## config.mk

```make
export PLATFORM = sky130hd
export DESIGN_NAME = touch_scroll_packet_tracker_unit_flat
export DESIGN_NICKNAME = d
export VERILOG_FILES = /design/src/sv/tspt_pkg.sv /design/src/sv/tspt_if.sv /design/src/sv/tspt_div.sv /design/src/sv/touch_scroll_packet_tracker_unit.sv /design/src/flat_wrapper.sv
export SDC_FILE = /design/constraint.sdc
export NUM_CORES = 1
export LEC_CHECK = 0
export BUFFER_PORTS_ARGS = -buffer_cell sky130_fd_sc_hd__buf_2
export CORE_AREA = 2 2 169 187
export CTS_CLUSTER_DIAMETER = 100
export DETAILED_ROUTE_END_ITERATION = 7
export DIE_AREA = 0 0 171 189
export SYNTH_ARGS = -nofsm -noshare
export SYNTH_HDL_FRONTEND = slang
export SYNTH_SLANG_ARGS = --single-unit
```

## constraint.sdc

```tcl
create_clock -name clk -period 7.6 [get_ports clk]
set_clock_uncertainty 0.15 [all_clocks]
set_input_delay 0.38 -clock clk [delete_from_list [all_inputs] [get_ports clk]]
set_output_delay 0.38 -clock clk [all_outputs]
set_load 0.1 [all_outputs]
```

## src/sv/tspt_pkg.sv

```systemverilog
// Shared types and constants for the touch scroll packet tracker.
// Used by the channel interfaces, the serial divider and the top level.
`default_nettype none

package tspt_pkg;

  // Packet and result widths
  localparam int unsigned ByteW   = 8;
  localparam int unsigned CapW    = 6;
  localparam int unsigned PosW    = 12;
  localparam int unsigned AmountW = 13;

  // Configuration port
  localparam int unsigned CfgIdxW  = 3;
  localparam int unsigned CfgDataW = 13;
  localparam int unsigned SpanW    = 13;

  // Signed position change (wrap can push it to about +/-8190)
  localparam int unsigned DiffW = 15;
  // Magnitude of a position change, fed to the divider
  localparam int unsigned MagW  = DiffW - 1;
  localparam int unsigned DivW  = PosW;
  localparam int unsigned StepW = $clog2(MagW);

  // Largest reported movement
  localparam logic [MagW-1:0] AmountMax = MagW'(4095);

  // Packet field positions
  localparam int unsigned PosHiW   = 4;
  localparam int unsigned GuardBit = 4;

  // Register indexes
  localparam logic [CfgIdxW-1:0] RegWheelMode     = 3'd0;
  localparam logic [CfgIdxW-1:0] RegTouchLevel    = 3'd1;
  localparam logic [CfgIdxW-1:0] RegPalmLevel     = 3'd2;
  localparam logic [CfgIdxW-1:0] RegStartDistance = 3'd3;
  localparam logic [CfgIdxW-1:0] RegMoveDivisor   = 3'd4;
  localparam logic [CfgIdxW-1:0] RegCircleSpan    = 3'd5;
  localparam logic [CfgIdxW-1:0] RegMaxStep       = 3'd6;

  // Register reset values
  localparam logic [CapW-1:0]  TouchLevelRst    = 6'd8;
  localparam logic [CapW-1:0]  PalmLevelRst     = 6'd40;
  localparam logic [PosW-1:0]  StartDistanceRst = 12'd30;
  localparam logic [PosW-1:0]  MoveDivisorRst   = 12'd8;
  localparam logic [SpanW-1:0] CircleSpanRst    = 13'd4096;
  localparam logic [PosW-1:0]  MaxStepRst       = 12'd2048;

  // Sequencer states
  typedef enum logic [2:0] {
    ST_IDLE,
    ST_DECODE,
    ST_LAST,
    ST_START,
    ST_DIVIDE,
    ST_REPORT
  } state_t;

endpackage

`default_nettype wire

```

## src/sv/tspt_if.sv

```systemverilog
// Valid/ready channel interfaces: packet words in, report words out.
// Depends on tspt_pkg for field widths.
`default_nettype none

interface tspt_in_if;
  logic                          valid;
  logic                          ready;
  logic [tspt_pkg::ByteW-1:0]    byte_zero;
  logic [tspt_pkg::ByteW-1:0]    byte_one;
  logic [tspt_pkg::ByteW-1:0]    byte_two;
  logic [tspt_pkg::ByteW-1:0]    byte_four;

  modport source (output valid, byte_zero, byte_one, byte_two, byte_four, input ready);
  modport sink   (input valid, byte_zero, byte_one, byte_two, byte_four, output ready);
endinterface

interface tspt_out_if;
  logic                                 valid;
  logic                                 ready;
  logic                                 report_valid;
  logic signed [tspt_pkg::AmountW-1:0]  scroll_amount;

  modport source (output valid, report_valid, scroll_amount, input ready);
  modport sink   (input valid, report_valid, scroll_amount, output ready);
endinterface

`default_nettype wire

```

## src/sv/tspt_div.sv

```systemverilog
// Restoring serial divider, one quotient bit per cycle.
// Depends on tspt_pkg for operand widths and the step count.
`default_nettype none

module tspt_div (
  input  wire logic                        clk,
  input  wire logic                        rst,
  input  wire logic                        start,
  input  wire logic [tspt_pkg::MagW-1:0]   dividend,
  input  wire logic [tspt_pkg::DivW-1:0]   divisor,
  output logic                             done,
  output logic [tspt_pkg::MagW-1:0]        quotient
);

  logic                          busy;
  logic [tspt_pkg::StepW-1:0]    count;
  logic [tspt_pkg::DivW-1:0]     rem;
  logic [tspt_pkg::DivW-1:0]     div;
  logic [tspt_pkg::DivW:0]       trial;
  logic                          fits;
  logic [tspt_pkg::DivW-1:0]     rem_next;

  // Shift in the next dividend bit and try one subtract
  always_comb begin
    trial    = {rem, quotient[tspt_pkg::MagW-1]};
    fits     = trial >= {1'b0, div};
    rem_next = fits ? tspt_pkg::DivW'(trial - {1'b0, div})
                    : trial[tspt_pkg::DivW-1:0];
  end

  // Control: count the steps and flag the last one
  always_ff @(posedge clk) begin
    if (rst) begin
      busy  <= 1'b0;
      done  <= 1'b0;
      count <= '0;
    end else begin
      done <= 1'b0;
      if (start) begin
        busy  <= 1'b1;
        count <= '0;
      end else if (busy) begin
        count <= count + 1'b1;
        if (count == tspt_pkg::StepW'(tspt_pkg::MagW - 1)) begin
          busy <= 1'b0;
          done <= 1'b1;
        end
      end
    end
  end

  // Datapath: remainder and quotient shift register
  always_ff @(posedge clk) begin
    if (start) begin
      rem      <= '0;
      div      <= divisor;
      quotient <= dividend;
    end else if (busy) begin
      rem      <= rem_next;
      quotient <= {quotient[tspt_pkg::MagW-2:0], fits};
    end
  end

endmodule

`default_nettype wire

```

## src/sv/touch_scroll_packet_tracker_unit.sv

```systemverilog
// Touch scroll packet tracker: top level with sequencer and register file.
// Depends on tspt_pkg, tspt_if (channels) and tspt_div (serial divider).
//
// Takes one scroll packet word and returns exactly one report word for it.
// Capacitance at or above touch_level starts or continues a touch; once the
// touch has moved past start_distance from its start, movement since the last
// report is negated, divided by move_divisor (toward zero, zero acts as one)
// and saturated to +/-4095. Wheel mode wraps differences by circle_span when
// they exceed max_step. A packet is accepted in the idle state and decoded; a
// continuing touch then uses the shared position-difference unit in the last
// and start states and, once it has moved far enough, goes through the divide
// step for its 14 quotient bits before the report word is offered. A packet
// that starts or ends a touch, or comes with no touch, goes from decode
// straight to the report state; a touch that has not yet moved far enough
// skips the divide step. The block then waits until the report word is taken
// and only then is ready for the next packet. Configuration may be written
// while no packet is in flight.
`default_nettype none

module touch_scroll_packet_tracker_unit (
  input  wire logic                           clk,
  input  wire logic                           rst,
  tspt_in_if.sink                             packet,
  tspt_out_if.source                          report,
  input  wire logic                           cfg_we,
  input  wire logic [tspt_pkg::CfgIdxW-1:0]   cfg_index,
  input  wire logic [tspt_pkg::CfgDataW-1:0]  cfg_data
);

  // Configuration registers
  logic                          wheel_mode;
  logic [tspt_pkg::CapW-1:0]     touch_level;
  logic [tspt_pkg::CapW-1:0]     palm_level;
  logic [tspt_pkg::PosW-1:0]     start_distance;
  logic [tspt_pkg::PosW-1:0]     move_divisor;
  logic [tspt_pkg::SpanW-1:0]    circle_span;
  logic [tspt_pkg::PosW-1:0]     max_step;

  // Touch state
  logic                          touch_active;
  logic [tspt_pkg::PosW-1:0]     last_position;
  logic [tspt_pkg::PosW-1:0]     start_position;
  logic                          ignore_touch;
  logic                          moved_enough;
  logic                          guard_previous;

  // Captured packet
  logic [tspt_pkg::CapW-1:0]     cap;
  logic [tspt_pkg::PosW-1:0]     pos;
  logic                          guard;

  // Sequencer and datapath
  tspt_pkg::state_t              state;
  tspt_pkg::state_t              state_next;
  logic signed [tspt_pkg::DiffW-1:0] mv;
  logic signed [tspt_pkg::DiffW-1:0] change;
  logic [tspt_pkg::PosW-1:0]     base_position;
  logic [tspt_pkg::MagW-1:0]     change_mag;
  logic [tspt_pkg::MagW-1:0]     mv_mag;
  logic                          moved_next;
  logic                          ignore_next;
  logic                          div_start;
  logic                          div_done;
  logic [tspt_pkg::MagW-1:0]     div_quo;
  logic [tspt_pkg::DivW-1:0]     div_use;
  logic [tspt_pkg::MagW-1:0]     sat_mag;
  logic signed [tspt_pkg::AmountW-1:0] q_amount;
  logic                          rep_valid;
  logic signed [tspt_pkg::AmountW-1:0] rep_amount;
  logic                          finger_on;

  // Write configuration registers
  always_ff @(posedge clk) begin
    if (rst) begin
      wheel_mode     <= 1'b0;
      touch_level    <= tspt_pkg::TouchLevelRst;
      palm_level     <= tspt_pkg::PalmLevelRst;
      start_distance <= tspt_pkg::StartDistanceRst;
      move_divisor   <= tspt_pkg::MoveDivisorRst;
      circle_span    <= tspt_pkg::CircleSpanRst;
      max_step       <= tspt_pkg::MaxStepRst;
    end else if (cfg_we) begin
      case (cfg_index)
        tspt_pkg::RegWheelMode:     wheel_mode     <= cfg_data[0];
        tspt_pkg::RegTouchLevel:    touch_level    <= cfg_data[tspt_pkg::CapW-1:0];
        tspt_pkg::RegPalmLevel:     palm_level     <= cfg_data[tspt_pkg::CapW-1:0];
        tspt_pkg::RegStartDistance: start_distance <= cfg_data[tspt_pkg::PosW-1:0];
        tspt_pkg::RegMoveDivisor:   move_divisor   <= cfg_data[tspt_pkg::PosW-1:0];
        tspt_pkg::RegCircleSpan:    circle_span    <= cfg_data[tspt_pkg::SpanW-1:0];
        tspt_pkg::RegMaxStep:       max_step       <= cfg_data[tspt_pkg::PosW-1:0];
        default: ;
      endcase
    end
  end

  // Shared position-difference unit: one subtract, then an optional wrap
  always_comb begin
    base_position = (state == tspt_pkg::ST_LAST) ? last_position : start_position;
    change = tspt_pkg::DiffW'({3'b000, pos}) - tspt_pkg::DiffW'({3'b000, base_position});
    if (wheel_mode) begin
      if (change > $signed({3'b000, max_step})) begin
        change = change - $signed({2'b00, circle_span});
      end else if (change < -$signed({3'b000, max_step})) begin
        change = change + $signed({2'b00, circle_span});
      end
    end
    change_mag = change[tspt_pkg::DiffW-1] ? tspt_pkg::MagW'(-change)
                                           : tspt_pkg::MagW'(change);
    mv_mag     = mv[tspt_pkg::DiffW-1] ? tspt_pkg::MagW'(-mv) : tspt_pkg::MagW'(mv);
  end

  // Flag updates for a continuing touch, the touch test and the effective divisor
  always_comb begin
    moved_next  = moved_enough || (change_mag > {2'b00, start_distance});
    ignore_next = ignore_touch || guard || (cap > palm_level);
    finger_on   = cap >= touch_level;
    div_use     = (move_divisor == '0) ? tspt_pkg::DivW'(1) : move_divisor;
  end

  // Saturate the quotient and give it the opposite sign of the movement
  always_comb begin
    sat_mag  = (div_quo > tspt_pkg::AmountMax) ? tspt_pkg::AmountMax : div_quo;
    q_amount = mv[tspt_pkg::DiffW-1] ? tspt_pkg::AmountW'(sat_mag)
                                     : -tspt_pkg::AmountW'(sat_mag);
  end

  tspt_div u_div (
    .clk      (clk),
    .rst      (rst),
    .start    (div_start),
    .dividend (mv_mag),
    .divisor  (div_use),
    .done     (div_done),
    .quotient (div_quo)
  );

  // State register
  always_ff @(posedge clk) begin
    if (rst) begin
      state <= tspt_pkg::ST_IDLE;
    end else begin
      state <= state_next;
    end
  end

  // Next state and handshake outputs
  always_comb begin
    state_next   = state;
    packet.ready = 1'b0;
    report.valid = 1'b0;
    div_start    = 1'b0;
    case (state)
      tspt_pkg::ST_IDLE: begin
        packet.ready = 1'b1;
        if (packet.valid) begin
          state_next = tspt_pkg::ST_DECODE;
        end
      end
      tspt_pkg::ST_DECODE: begin
        state_next = (finger_on && touch_active) ? tspt_pkg::ST_LAST
                                                 : tspt_pkg::ST_REPORT;
      end
      tspt_pkg::ST_LAST: begin
        state_next = tspt_pkg::ST_START;
      end
      tspt_pkg::ST_START: begin
        if (moved_next) begin
          div_start  = 1'b1;
          state_next = tspt_pkg::ST_DIVIDE;
        end else begin
          state_next = tspt_pkg::ST_REPORT;
        end
      end
      tspt_pkg::ST_DIVIDE: begin
        if (div_done) begin
          state_next = tspt_pkg::ST_REPORT;
        end
      end
      tspt_pkg::ST_REPORT: begin
        report.valid = 1'b1;
        if (report.ready) begin
          state_next = tspt_pkg::ST_IDLE;
        end
      end
      default: state_next = tspt_pkg::ST_IDLE;
    endcase
  end

  assign report.report_valid  = rep_valid;
  assign report.scroll_amount = rep_amount;

  // Capture the packet word
  always_ff @(posedge clk) begin
    if (packet.valid && packet.ready) begin
      cap   <= packet.byte_zero[tspt_pkg::CapW-1:0];
      pos   <= {packet.byte_one[tspt_pkg::PosHiW-1:0], packet.byte_two};
      guard <= packet.byte_four[tspt_pkg::GuardBit];
    end
  end

  // Hold the movement since the last report
  always_ff @(posedge clk) begin
    if (state == tspt_pkg::ST_LAST) begin
      mv <= change;
    end
  end

  // Advance touch state and build the report word
  always_ff @(posedge clk) begin
    if (rst) begin
      touch_active   <= 1'b0;
      last_position  <= '0;
      start_position <= '0;
      ignore_touch   <= 1'b0;
      moved_enough   <= 1'b0;
      guard_previous <= 1'b0;
      rep_valid      <= 1'b0;
      rep_amount     <= '0;
    end else begin
      case (state)
        tspt_pkg::ST_DECODE: begin
          guard_previous <= guard;
          rep_valid      <= 1'b0;
          rep_amount     <= '0;
          if (finger_on) begin
            if (!touch_active) begin
              touch_active   <= 1'b1;
              last_position  <= pos;
              start_position <= pos;
              ignore_touch   <= guard_previous;
            end
          end else if (touch_active) begin
            if (guard) begin
              ignore_touch <= 1'b1;
            end
            touch_active <= 1'b0;
            moved_enough <= 1'b0;
          end
        end
        tspt_pkg::ST_START: begin
          moved_enough <= moved_next;
          ignore_touch <= ignore_next;
        end
        tspt_pkg::ST_DIVIDE: begin
          if (div_done && (sat_mag != '0) && !ignore_touch) begin
            rep_valid     <= 1'b1;
            rep_amount    <= q_amount;
            last_position <= pos;
          end
        end
        default: ;
      endcase
    end
  end

`ifndef ASSERT_OFF
  // Input and output sides are never open at once
  a_one_side: assert property (@(posedge clk) disable iff (rst)
    !(packet.ready && report.valid))
    else $error("packet ready while a report word is offered");

  // A word without a report carries zero movement
  a_zero_amount: assert property (@(posedge clk) disable iff (rst)
    (report.valid && !report.report_valid) |-> (report.scroll_amount == '0))
    else $error("nonzero scroll amount without a report");

  // The divider finishes only while the sequencer waits for it
  a_div_done: assert property (@(posedge clk) disable iff (rst)
    div_done |-> (state == tspt_pkg::ST_DIVIDE))
    else $error("divider finished outside the divide step");

  // An accepted packet closes the input until its report is taken
  a_busy_after_accept: assert property (@(posedge clk) disable iff (rst)
    (packet.valid && packet.ready) |=> !packet.ready)
    else $error("packet accepted back to back");
`endif

endmodule

`default_nettype wire
```

## src/flat_wrapper.sv

```systemverilog
// flat-port wrapper written by rule: the top's interface ports become plain ports
module touch_scroll_packet_tracker_unit_flat 
  (clk, rst, cfg_we, cfg_index, cfg_data, packet_valid, packet_byte_zero, packet_byte_one, packet_byte_two, packet_byte_four, packet_ready, report_valid, report_report_valid, report_scroll_amount, report_ready);
  tspt_in_if packet_i ();
  tspt_out_if report_i ();
  input  wire logic clk;
  input  wire logic rst;
  input  wire logic cfg_we;
  input  wire logic [tspt_pkg::CfgIdxW-1:0] cfg_index;
  input  wire logic [tspt_pkg::CfgDataW-1:0] cfg_data;
  input wire logic [$bits(packet_i.valid)-1:0] packet_valid;
  input wire logic [$bits(packet_i.byte_zero)-1:0] packet_byte_zero;
  input wire logic [$bits(packet_i.byte_one)-1:0] packet_byte_one;
  input wire logic [$bits(packet_i.byte_two)-1:0] packet_byte_two;
  input wire logic [$bits(packet_i.byte_four)-1:0] packet_byte_four;
  output wire logic [$bits(packet_i.ready)-1:0] packet_ready;
  output wire logic [$bits(report_i.valid)-1:0] report_valid;
  output wire logic [$bits(report_i.report_valid)-1:0] report_report_valid;
  output wire logic [$bits(report_i.scroll_amount)-1:0] report_scroll_amount;
  input wire logic [$bits(report_i.ready)-1:0] report_ready;
  assign packet_i.valid = packet_valid;
  assign packet_i.byte_zero = packet_byte_zero;
  assign packet_i.byte_one = packet_byte_one;
  assign packet_i.byte_two = packet_byte_two;
  assign packet_i.byte_four = packet_byte_four;
  assign packet_ready = packet_i.ready;
  assign report_valid = report_i.valid;
  assign report_report_valid = report_i.report_valid;
  assign report_scroll_amount = report_i.scroll_amount;
  assign report_i.ready = report_ready;
  touch_scroll_packet_tracker_unit u_core (.clk(clk), .rst(rst), .packet(packet_i), .report(report_i), .cfg_we(cfg_we), .cfg_index(cfg_index), .cfg_data(cfg_data));
endmodule
```

### Word level (Yosys, flattened, before mapping)

Index checks and enable logic that the tools add are counted.

| operators by class | value |
|---|---|
| bitwise gates (word level) | 2 |
| equality and inequality tests | 23 |
| add/sub/neg operators | 9 |
| muxes and demuxes | 42 |
| reductions and logical operators | 30 |
| $lt $le $gt $ge | 7 |

Operators with widths:

| operator | number |
|---|---|
| $mux W14 | 5 |
| $mux W12 | 5 |
| $mux W15 | 3 |
| $neg A14 Y14 | 2 |
| $mux W13 | 2 |
| $pmux W13 S2 | 1 |
| $pmux W12 S2 | 1 |
| $pmux W3 S6 | 1 |
| $mux W1 | 17 |
| $reduce_and A2 Y1 | 8 |
| $add A15 B14 Y15 | 1 |
| $eq A3 B3 Y1 const B | 5 |
| $gt A15 B13 Y1 | 1 |
| $lt A15 B15 Y1 | 1 |
| $neg A12 Y15 | 1 |
| $sub A15 B14 Y15 | 1 |
| $gt A14 B12 Y1 | 1 |
| $gt A14 B12 Y1 const B | 1 |
| $reduce_bool A14 Y1 | 1 |
| $ge A13 B12 Y1 | 1 |
| $neg A13 Y13 | 1 |
| $sub A12 B12 Y13 | 1 |
| $eq A3 B2 Y1 const B | 4 |
| $logic_not A12 Y1 | 1 |
| other kinds (22) | 47 |

| word-level totals | value |
|---|---|
| logic and storage cells | 139 |
| register bits after elaboration | 185 |

### Logic depth before layout (Yosys ltp)

| logic depth | value |
|---|---|
| depth in word-level cells | 14 |
| depth in mapped cells | 39 |

### Hierarchy

Synthesis repeated with hierarchy kept, for this count alone.

| unflattened totals | value |
|---|---|
| cells, all modules | 1441 |
| area, all modules | 12210.5 um^2 |

Modules (own cells, without submodules):

| module | cells an instance | instances | sequential area each (um^2) | area an instance (um^2) |
|---|---|---|---|---|
| touch_scroll_packet_tracker_unit | 1213 | 1 | 3163.0 | 9758.1 |
| tspt_div | 228 | 1 | 1141.1 | 2452.4 |

### Worst setup path after synthesis

No wires, ideal clock.

| timing path | value |
|---|---|
| path kind | reg-to-reg |
| from | reg u_core.state[0] |
| to | reg u_core.u_div.quotient[10] (netlist bit) (data pin) |
| setup time | 0.260 ns |
| slack | -0.790 ns |
| data arrival time | 7.979 ns |
| cell stages (with the launch flop) | 39 |
| required time | 7.190 ns |
| cell sequence | dfxtp_1 > clkbuf_1 > nor3b_1 > clkbuf_1 > mux2i_1 > ha_1 > buf_2 > a21oi_1 > nand2_1 > nand3b_1 > nand2_1 > a31oi_1 > ha_1 > a21o_1 > a21oi_1 > nor2b_1 > a311oi_1 > xnor2_1 > [3 not listed] > o211ai_1 > and3_1 > and2_1 > a21oi_1 > xor2_1 > ha_1 > a21o_1 > a21o_1 > a21oi_1 > o21ai_0 > a21o_1 > a21oi_1 > o21bai_1 > inv_1 > a31o_2 > inv_2 > buf_6 > mux2_4 |

| between the ends | value |
|---|---|
| cells in the longest elaborated chain, start to end | 14 |
| elaborated cells between the ends (all ways) | 18 |
| classes of those cells | add/sub (4); order compare (3); eq/ne (2); mux (8); reduce/logical (1) |

RTL lines:

| what | RTL line | RTL |
|---|---|---|
| from (decl) | touch_scroll_packet_tracker_unit.sv:53 | `tspt_pkg::state_t state;` |
| from (signal assigned) | touch_scroll_packet_tracker_unit.sv:140 | `state <= tspt_pkg::ST_IDLE;` |
| from (signal assigned) | touch_scroll_packet_tracker_unit.sv:142 | `state <= state_next;` |
| $eq A3 B2 Y1 | touch_scroll_packet_tracker_unit.sv:98 | `base_position = (state == tspt_pkg::ST_LAST) ? last_position : start_position;` |
| $mux W12 | touch_scroll_packet_tracker_unit.sv:98 |  |
| $sub A12 B12 Y13 | touch_scroll_packet_tracker_unit.sv:99 | `change = tspt_pkg::DiffW'({3'b000, pos}) - tspt_pkg::DiffW'({3'b000, base_position});` |
| $add A15 B14 Y15 or $lt A15 B15 Y1 (tied branches) | touch_scroll_packet_tracker_unit.sv:104, touch_scroll_packet_tracker_unit.sv:103 |  |
| $mux W15 | touch_scroll_packet_tracker_unit.sv:103 | `end else if (change < -$signed({3'b000, max_step})) begin` |
| $mux W15 | touch_scroll_packet_tracker_unit.sv:101 | `if (change > $signed({3'b000, max_step})) begin` |
| $mux W15 | touch_scroll_packet_tracker_unit.sv:100 | `if (wheel_mode) begin` |
| $neg A14 Y14 | touch_scroll_packet_tracker_unit.sv:107 | `change_mag = change[tspt_pkg::DiffW-1] ? tspt_pkg::MagW'(-change)` |
| $mux W14 | touch_scroll_packet_tracker_unit.sv:107 |  |
| $gt A14 B12 Y1 | touch_scroll_packet_tracker_unit.sv:114 | `moved_next = moved_enough \|\| (change_mag > {2'b00, start_distance});` |
| $logic_or A1 B1 Y1 | touch_scroll_packet_tracker_unit.sv:114 |  |
| $mux W1 | touch_scroll_packet_tracker_unit.sv:167 | `if (moved_next) begin` |
| $mux W1 (*) | touch_scroll_packet_tracker_unit.sv:152 | `case (state)` |
| $mux W14 (*) | tspt_div.sv:54 | `if (start) begin` |
| to (signal assigned) | tspt_div.sv:57 | `quotient <= dividend;` |
| to (signal assigned) | tspt_div.sv:60 | `quotient <= {quotient[tspt_pkg::MagW-2:0], fits};` |
| to (decl) | tspt_div.sv:12 | `output logic [tspt_pkg::MagW-1:0] quotient` |

Mark *: on every way between the ends. The rest lies on a longest branch, timed or not.
A chain may end at the register's enable or synchronous reset.

### Worst setup path in the final report

| timing path | value |
|---|---|
| from | reg u_core.state[0] |
| to | reg u_core.u_div.quotient[10] (netlist bit) (data pin) |

| between the ends | value |
|---|---|
| cells in the longest elaborated chain, start to end | 14 |
| elaborated cells between the ends (all ways) | 18 |
| classes of those cells | add/sub (4); order compare (3); eq/ne (2); mux (8); reduce/logical (1) |

RTL lines:

| what | RTL line | RTL |
|---|---|---|
| $eq A3 B2 Y1 (*) | touch_scroll_packet_tracker_unit.sv:98 |  |
| $mux W12 (*) | touch_scroll_packet_tracker_unit.sv:98 |  |
| $sub A12 B12 Y13 (*) | touch_scroll_packet_tracker_unit.sv:99 |  |
| $add A15 B14 Y15 or $lt A15 B15 Y1 (tied branches) | touch_scroll_packet_tracker_unit.sv:104, touch_scroll_packet_tracker_unit.sv:103 |  |
| $mux W15 | touch_scroll_packet_tracker_unit.sv:103 |  |
| $mux W15 | touch_scroll_packet_tracker_unit.sv:101 |  |
| $mux W15 (*) | touch_scroll_packet_tracker_unit.sv:100 |  |
| via u_core.change, one bit | touch_scroll_packet_tracker_unit.sv:56 | `logic signed [tspt_pkg::DiffW-1:0] change;` |
| $neg A14 Y14 | touch_scroll_packet_tracker_unit.sv:107 |  |
| $mux W14 (*) | touch_scroll_packet_tracker_unit.sv:107 |  |
| $gt A14 B12 Y1 (*) | touch_scroll_packet_tracker_unit.sv:114 |  |
| $logic_or A1 B1 Y1 (*) | touch_scroll_packet_tracker_unit.sv:114 |  |
| $mux W1 (*) | touch_scroll_packet_tracker_unit.sv:167 |  |
| $mux W1 (*) | touch_scroll_packet_tracker_unit.sv:152 |  |
| $mux W14 (*) | tspt_div.sv:54 |  |

The timed path passes the listed nets; every way through them passes the cells marked *.

==> flow_summary.yaml <==
synth:
  synth_area_mm2: 0.01200
  yosysMostFrequentCell: "nand2_1"
  synth_edf_count: 60
  synth-main-ff-cell: "dfxtp_1"
  synth-async-reset-ratio_pct: 0
  ys_seq_elements: 185
  ys_warn_count: 0
  synthTopCellsByCount: "179 x nand2_1, 129 x a21oi_1, 125 x dfxtp_1, 116 x nor2_1, 105 x ha_1"
  ys_types: 87
  synth_area_leaders: "dfxtp_1 21%, edfxtp_1 15%, ha_1 11%"
  synth_top_cell_area_share_pct: 20.85
  postSynthAreaPerCell_um2: 8.616
  synth_nets: 1555
  seq_area_frac_synth_pct: 35.86
  synth_cells: 1393
  synth.largest_area_cell: "dfxtp_1"
grt:
  grt_overflow: 0
  grt_start_max_net_pins: 65
  antenna_found_initial: 0
  grt_use_total_pct: 18.87
  grt_pass1_wl_um: 48610
  grt_pass1_vias: 9777
timing:
  hold_slack_ns: 0.02129
  max_slew_margin_pct: 18.64
  setup_viol: 0
  slew_viol_final: 0
  hold_viol_final: 0
  max_freq_mhz: 136.6
  finalCriticalPeriod_ns: 7.322
  worstMarginPinSlew_ns: 1.211
  fin_crit_sh_pct: 96.34
pwr:
  totalPowerFinal_w: 0.003916
  power_density_mw_per_mm2: 273.0
  leakage_nw: 5.820
  ir_drop_v: 0.0001558
placement:
  hpwl_um: 22530
  gp_congestion: 0.9313
  io_buffers: 55
  placedCellCount: 1886
  placed_area_mm2: 0.01326
floorplanning:
  ios: 69
  core_mm2: 0.03035
  die_h_um: 189
  die_x_um: 171
  dieArea_mm2: 0.03232
  start_util_pct: 39.55
  floorplan.rows: 67
critical_path:
  path_max_fanout: 14
  crit_arrival_ns: 7.36
  startpoint: "u_core.state[0]"
  critPathRequiredTime_ns: 7.64
  max_stage_delay_ns: 0.53
  critPathCaptureType: "flip-flop"
  crit_slowest_cell: "or3b_2"
  crit_type: "reg -> reg"
  crit_buf_inv: 5
  cpLargestDelayFamily: "compound AO/OA/AOI/OAI gates"
  r2r-start: "u_core.state[0]"
  rr_worst_depth: 36
  worst-path-stages: 36
  cp-start-kind: "flip-flop"
  critical_path.most_common_cell: "a21oi_2"
clocking:
  path_clk_slew_ns: 0.07
  cts_root_buf: "clkbuf_16"
  insertion_delay_ns: 0.44
  cts_tree: "yes"
  clk_path_buf_depth: 2
  cts_inserted_buffers: 17
  htreeDepth: 4
  clock_sinks: 185
detailed_routing:
  vias_per_cell: 5.149
  ant_nets: 0
  routed_wl_um: 30210
  met1_length_um: 13210
  drc_errors: 0
  wl_per_cell_um: 15.49
  drtIter0Drc: 586
  wl_met3_um: 748
  wl_met2_um: 15290
  top_layer: "met4"
  num_vias: 10040
  dr.pass1.iters: 5
run_status:
  status: "finished clean"
cells_and_area:
  postLayoutCellArea_mm2: 0.01435
  n_fill_cell: 2951
  syn_to_final_growth_pct: 19.53
  final_cells: 1950
  antenna_cells: 0
  drive_gt1_share_pct: 18.10
  nets: 1685
job:
  maxCapViolations: 0
min_path:
  hp-start: "cfg_data[12]"
  hp-class: "in -> reg"
  worstHoldPathCells: 2
## per-layer routing
metal,up-vias,GRT usage [%]
met3,45,2.467
met1,4741,22.98
met4,0,7.790
met2,122,33.36
li1,5133,-
met5,-,0
## sequential cells by signal (all words and copies together) (netlist names), 3 cells and up
name                         cells
u_core.report.scroll_amount     13
u_core.mv                       15
u_core.u_div.quotient           14
u_core.cap                       6
u_core.touch_level               6
u_core.state                     3
u_core.circle_span              13
u_core.u_div.count               4
u_core.u_div.div                12
u_core.move_divisor             12
u_core.pos                      12
u_core.palm_level                6
u_core.max_step                 12
u_core.last_position            12
u_core.start_position           12
u_core.start_distance           12
u_core.u_div.rem                12
## where the power goes
group	internal [W]	switching (W)
registers	0.00111	0.0000634
logic	0.000877	0.00104
clock network	0.000424	0.000396
total	0.00241	0.00150
## kinds of logic after synthesis
family | after synthesis | share of synthesized area (%)
AND/OR/NAND/NOR | 477 | 18.58
AO/OA/AOI/OAI | 314 | 17.15
flip-flops | 185 | 35.86
buffers and inverters | 173 | 5.640
adder cells (fa/ha/maj) | 109 | 11.61
XOR/XNOR | 76 | 5.703
multiplexers | 59 | 5.452
## stage by stage
step / setup TNS (ns) / util [%] / setup slack, ns
floorplan: 0 / - / 0.1082
global placement: 0 / 43.68 / 0.05578
detailed placement: 0 / 43.68 / 0.02491
CTS: 0 / 46.14 / 0.001377
global route: -1.658 / 47.27 / -0.1018
finish: 0 / 47.27 / 0.2783
## worst paths after layout
kind                                                    to  slack [ns]
worst max-delay path             u_core.u_div.quotient[10]        0.28
worst min-delay path                u_core.circle_span[12]        0.02
worst max register to register   u_core.u_div.quotient[10]        0.28
worst min register to register  u_core.report.report_valid        0.30
## layout by cell type, fill, tap and decap left out, types with 11 or more instances in the layout
master | netlist | layout
edfxtp_1 | 60 | 60
a211oi_1 | 18 | 15
a21oi_1 | 129 | 121
nor2b_1 | 20 | 19
mux2i_1 | 44 | 41
o211ai_1 | 11 | 11
inv_1 | 104 | 102
dlygate4sd3_1 | 0 | 19
buf_4 | 0 | 99
nand2b_1 | 22 | 22
nand2_1 | 179 | 178
buf_2 | 4 | 54
nor2_1 | 116 | 115
xor2_1 | 17 | 17
nor3_1 | 39 | 38
xnor2_1 | 58 | 54
o21ai_0 | 47 | 42
nand3_1 | 26 | 26
nand4_1 | 12 | 12
a21o_1 | 14 | 14
ha_1 | 105 | 103
clkbuf_16 | 0 | 17
dfxtp_1 | 125 | 123
mux2_4 | 12 | 12
## worst reg2reg max path, delay by kind of cell (launching register included)
kind	cells	cell delay (ns)
and+or+nand+nor	5	1.22
muxes	3	0.84
buffers and inverters	5	0.60
DFF	1	0.34
xor gates and xnor gates	2	0.34
AOI/OAI and AO/OA	18	2.79
adders and majority gates	3	0.84
## final cells by class
| cell class | count | area (um2) | area share (%) |
|---|---|---|---|
| multi-input combinational | 1035 | 7287 | 50.80 |
| sequential | 185 | 4307 | 30.02 |
| timing repair buffer | 178 | 1306 | 9.106 |
| tap | 414 | 518.0 | 3.611 |
| clock buffer | 20 | 436.7 | 3.044 |
| inverter | 106 | 397.9 | 2.774 |
| clock inverter | 12 | 92.59 | 0.6454 |
## what timing repair did
item,in CTS,in global routing
endpoints found under the setup margin,14,60
buffers inserted,0,13
endpoints found under the hold margin,19,0
resized for setup,4,57
pin swaps,2,30
hold buffers,19,0
Note: power is estimated with default switching activity, not from simulation.
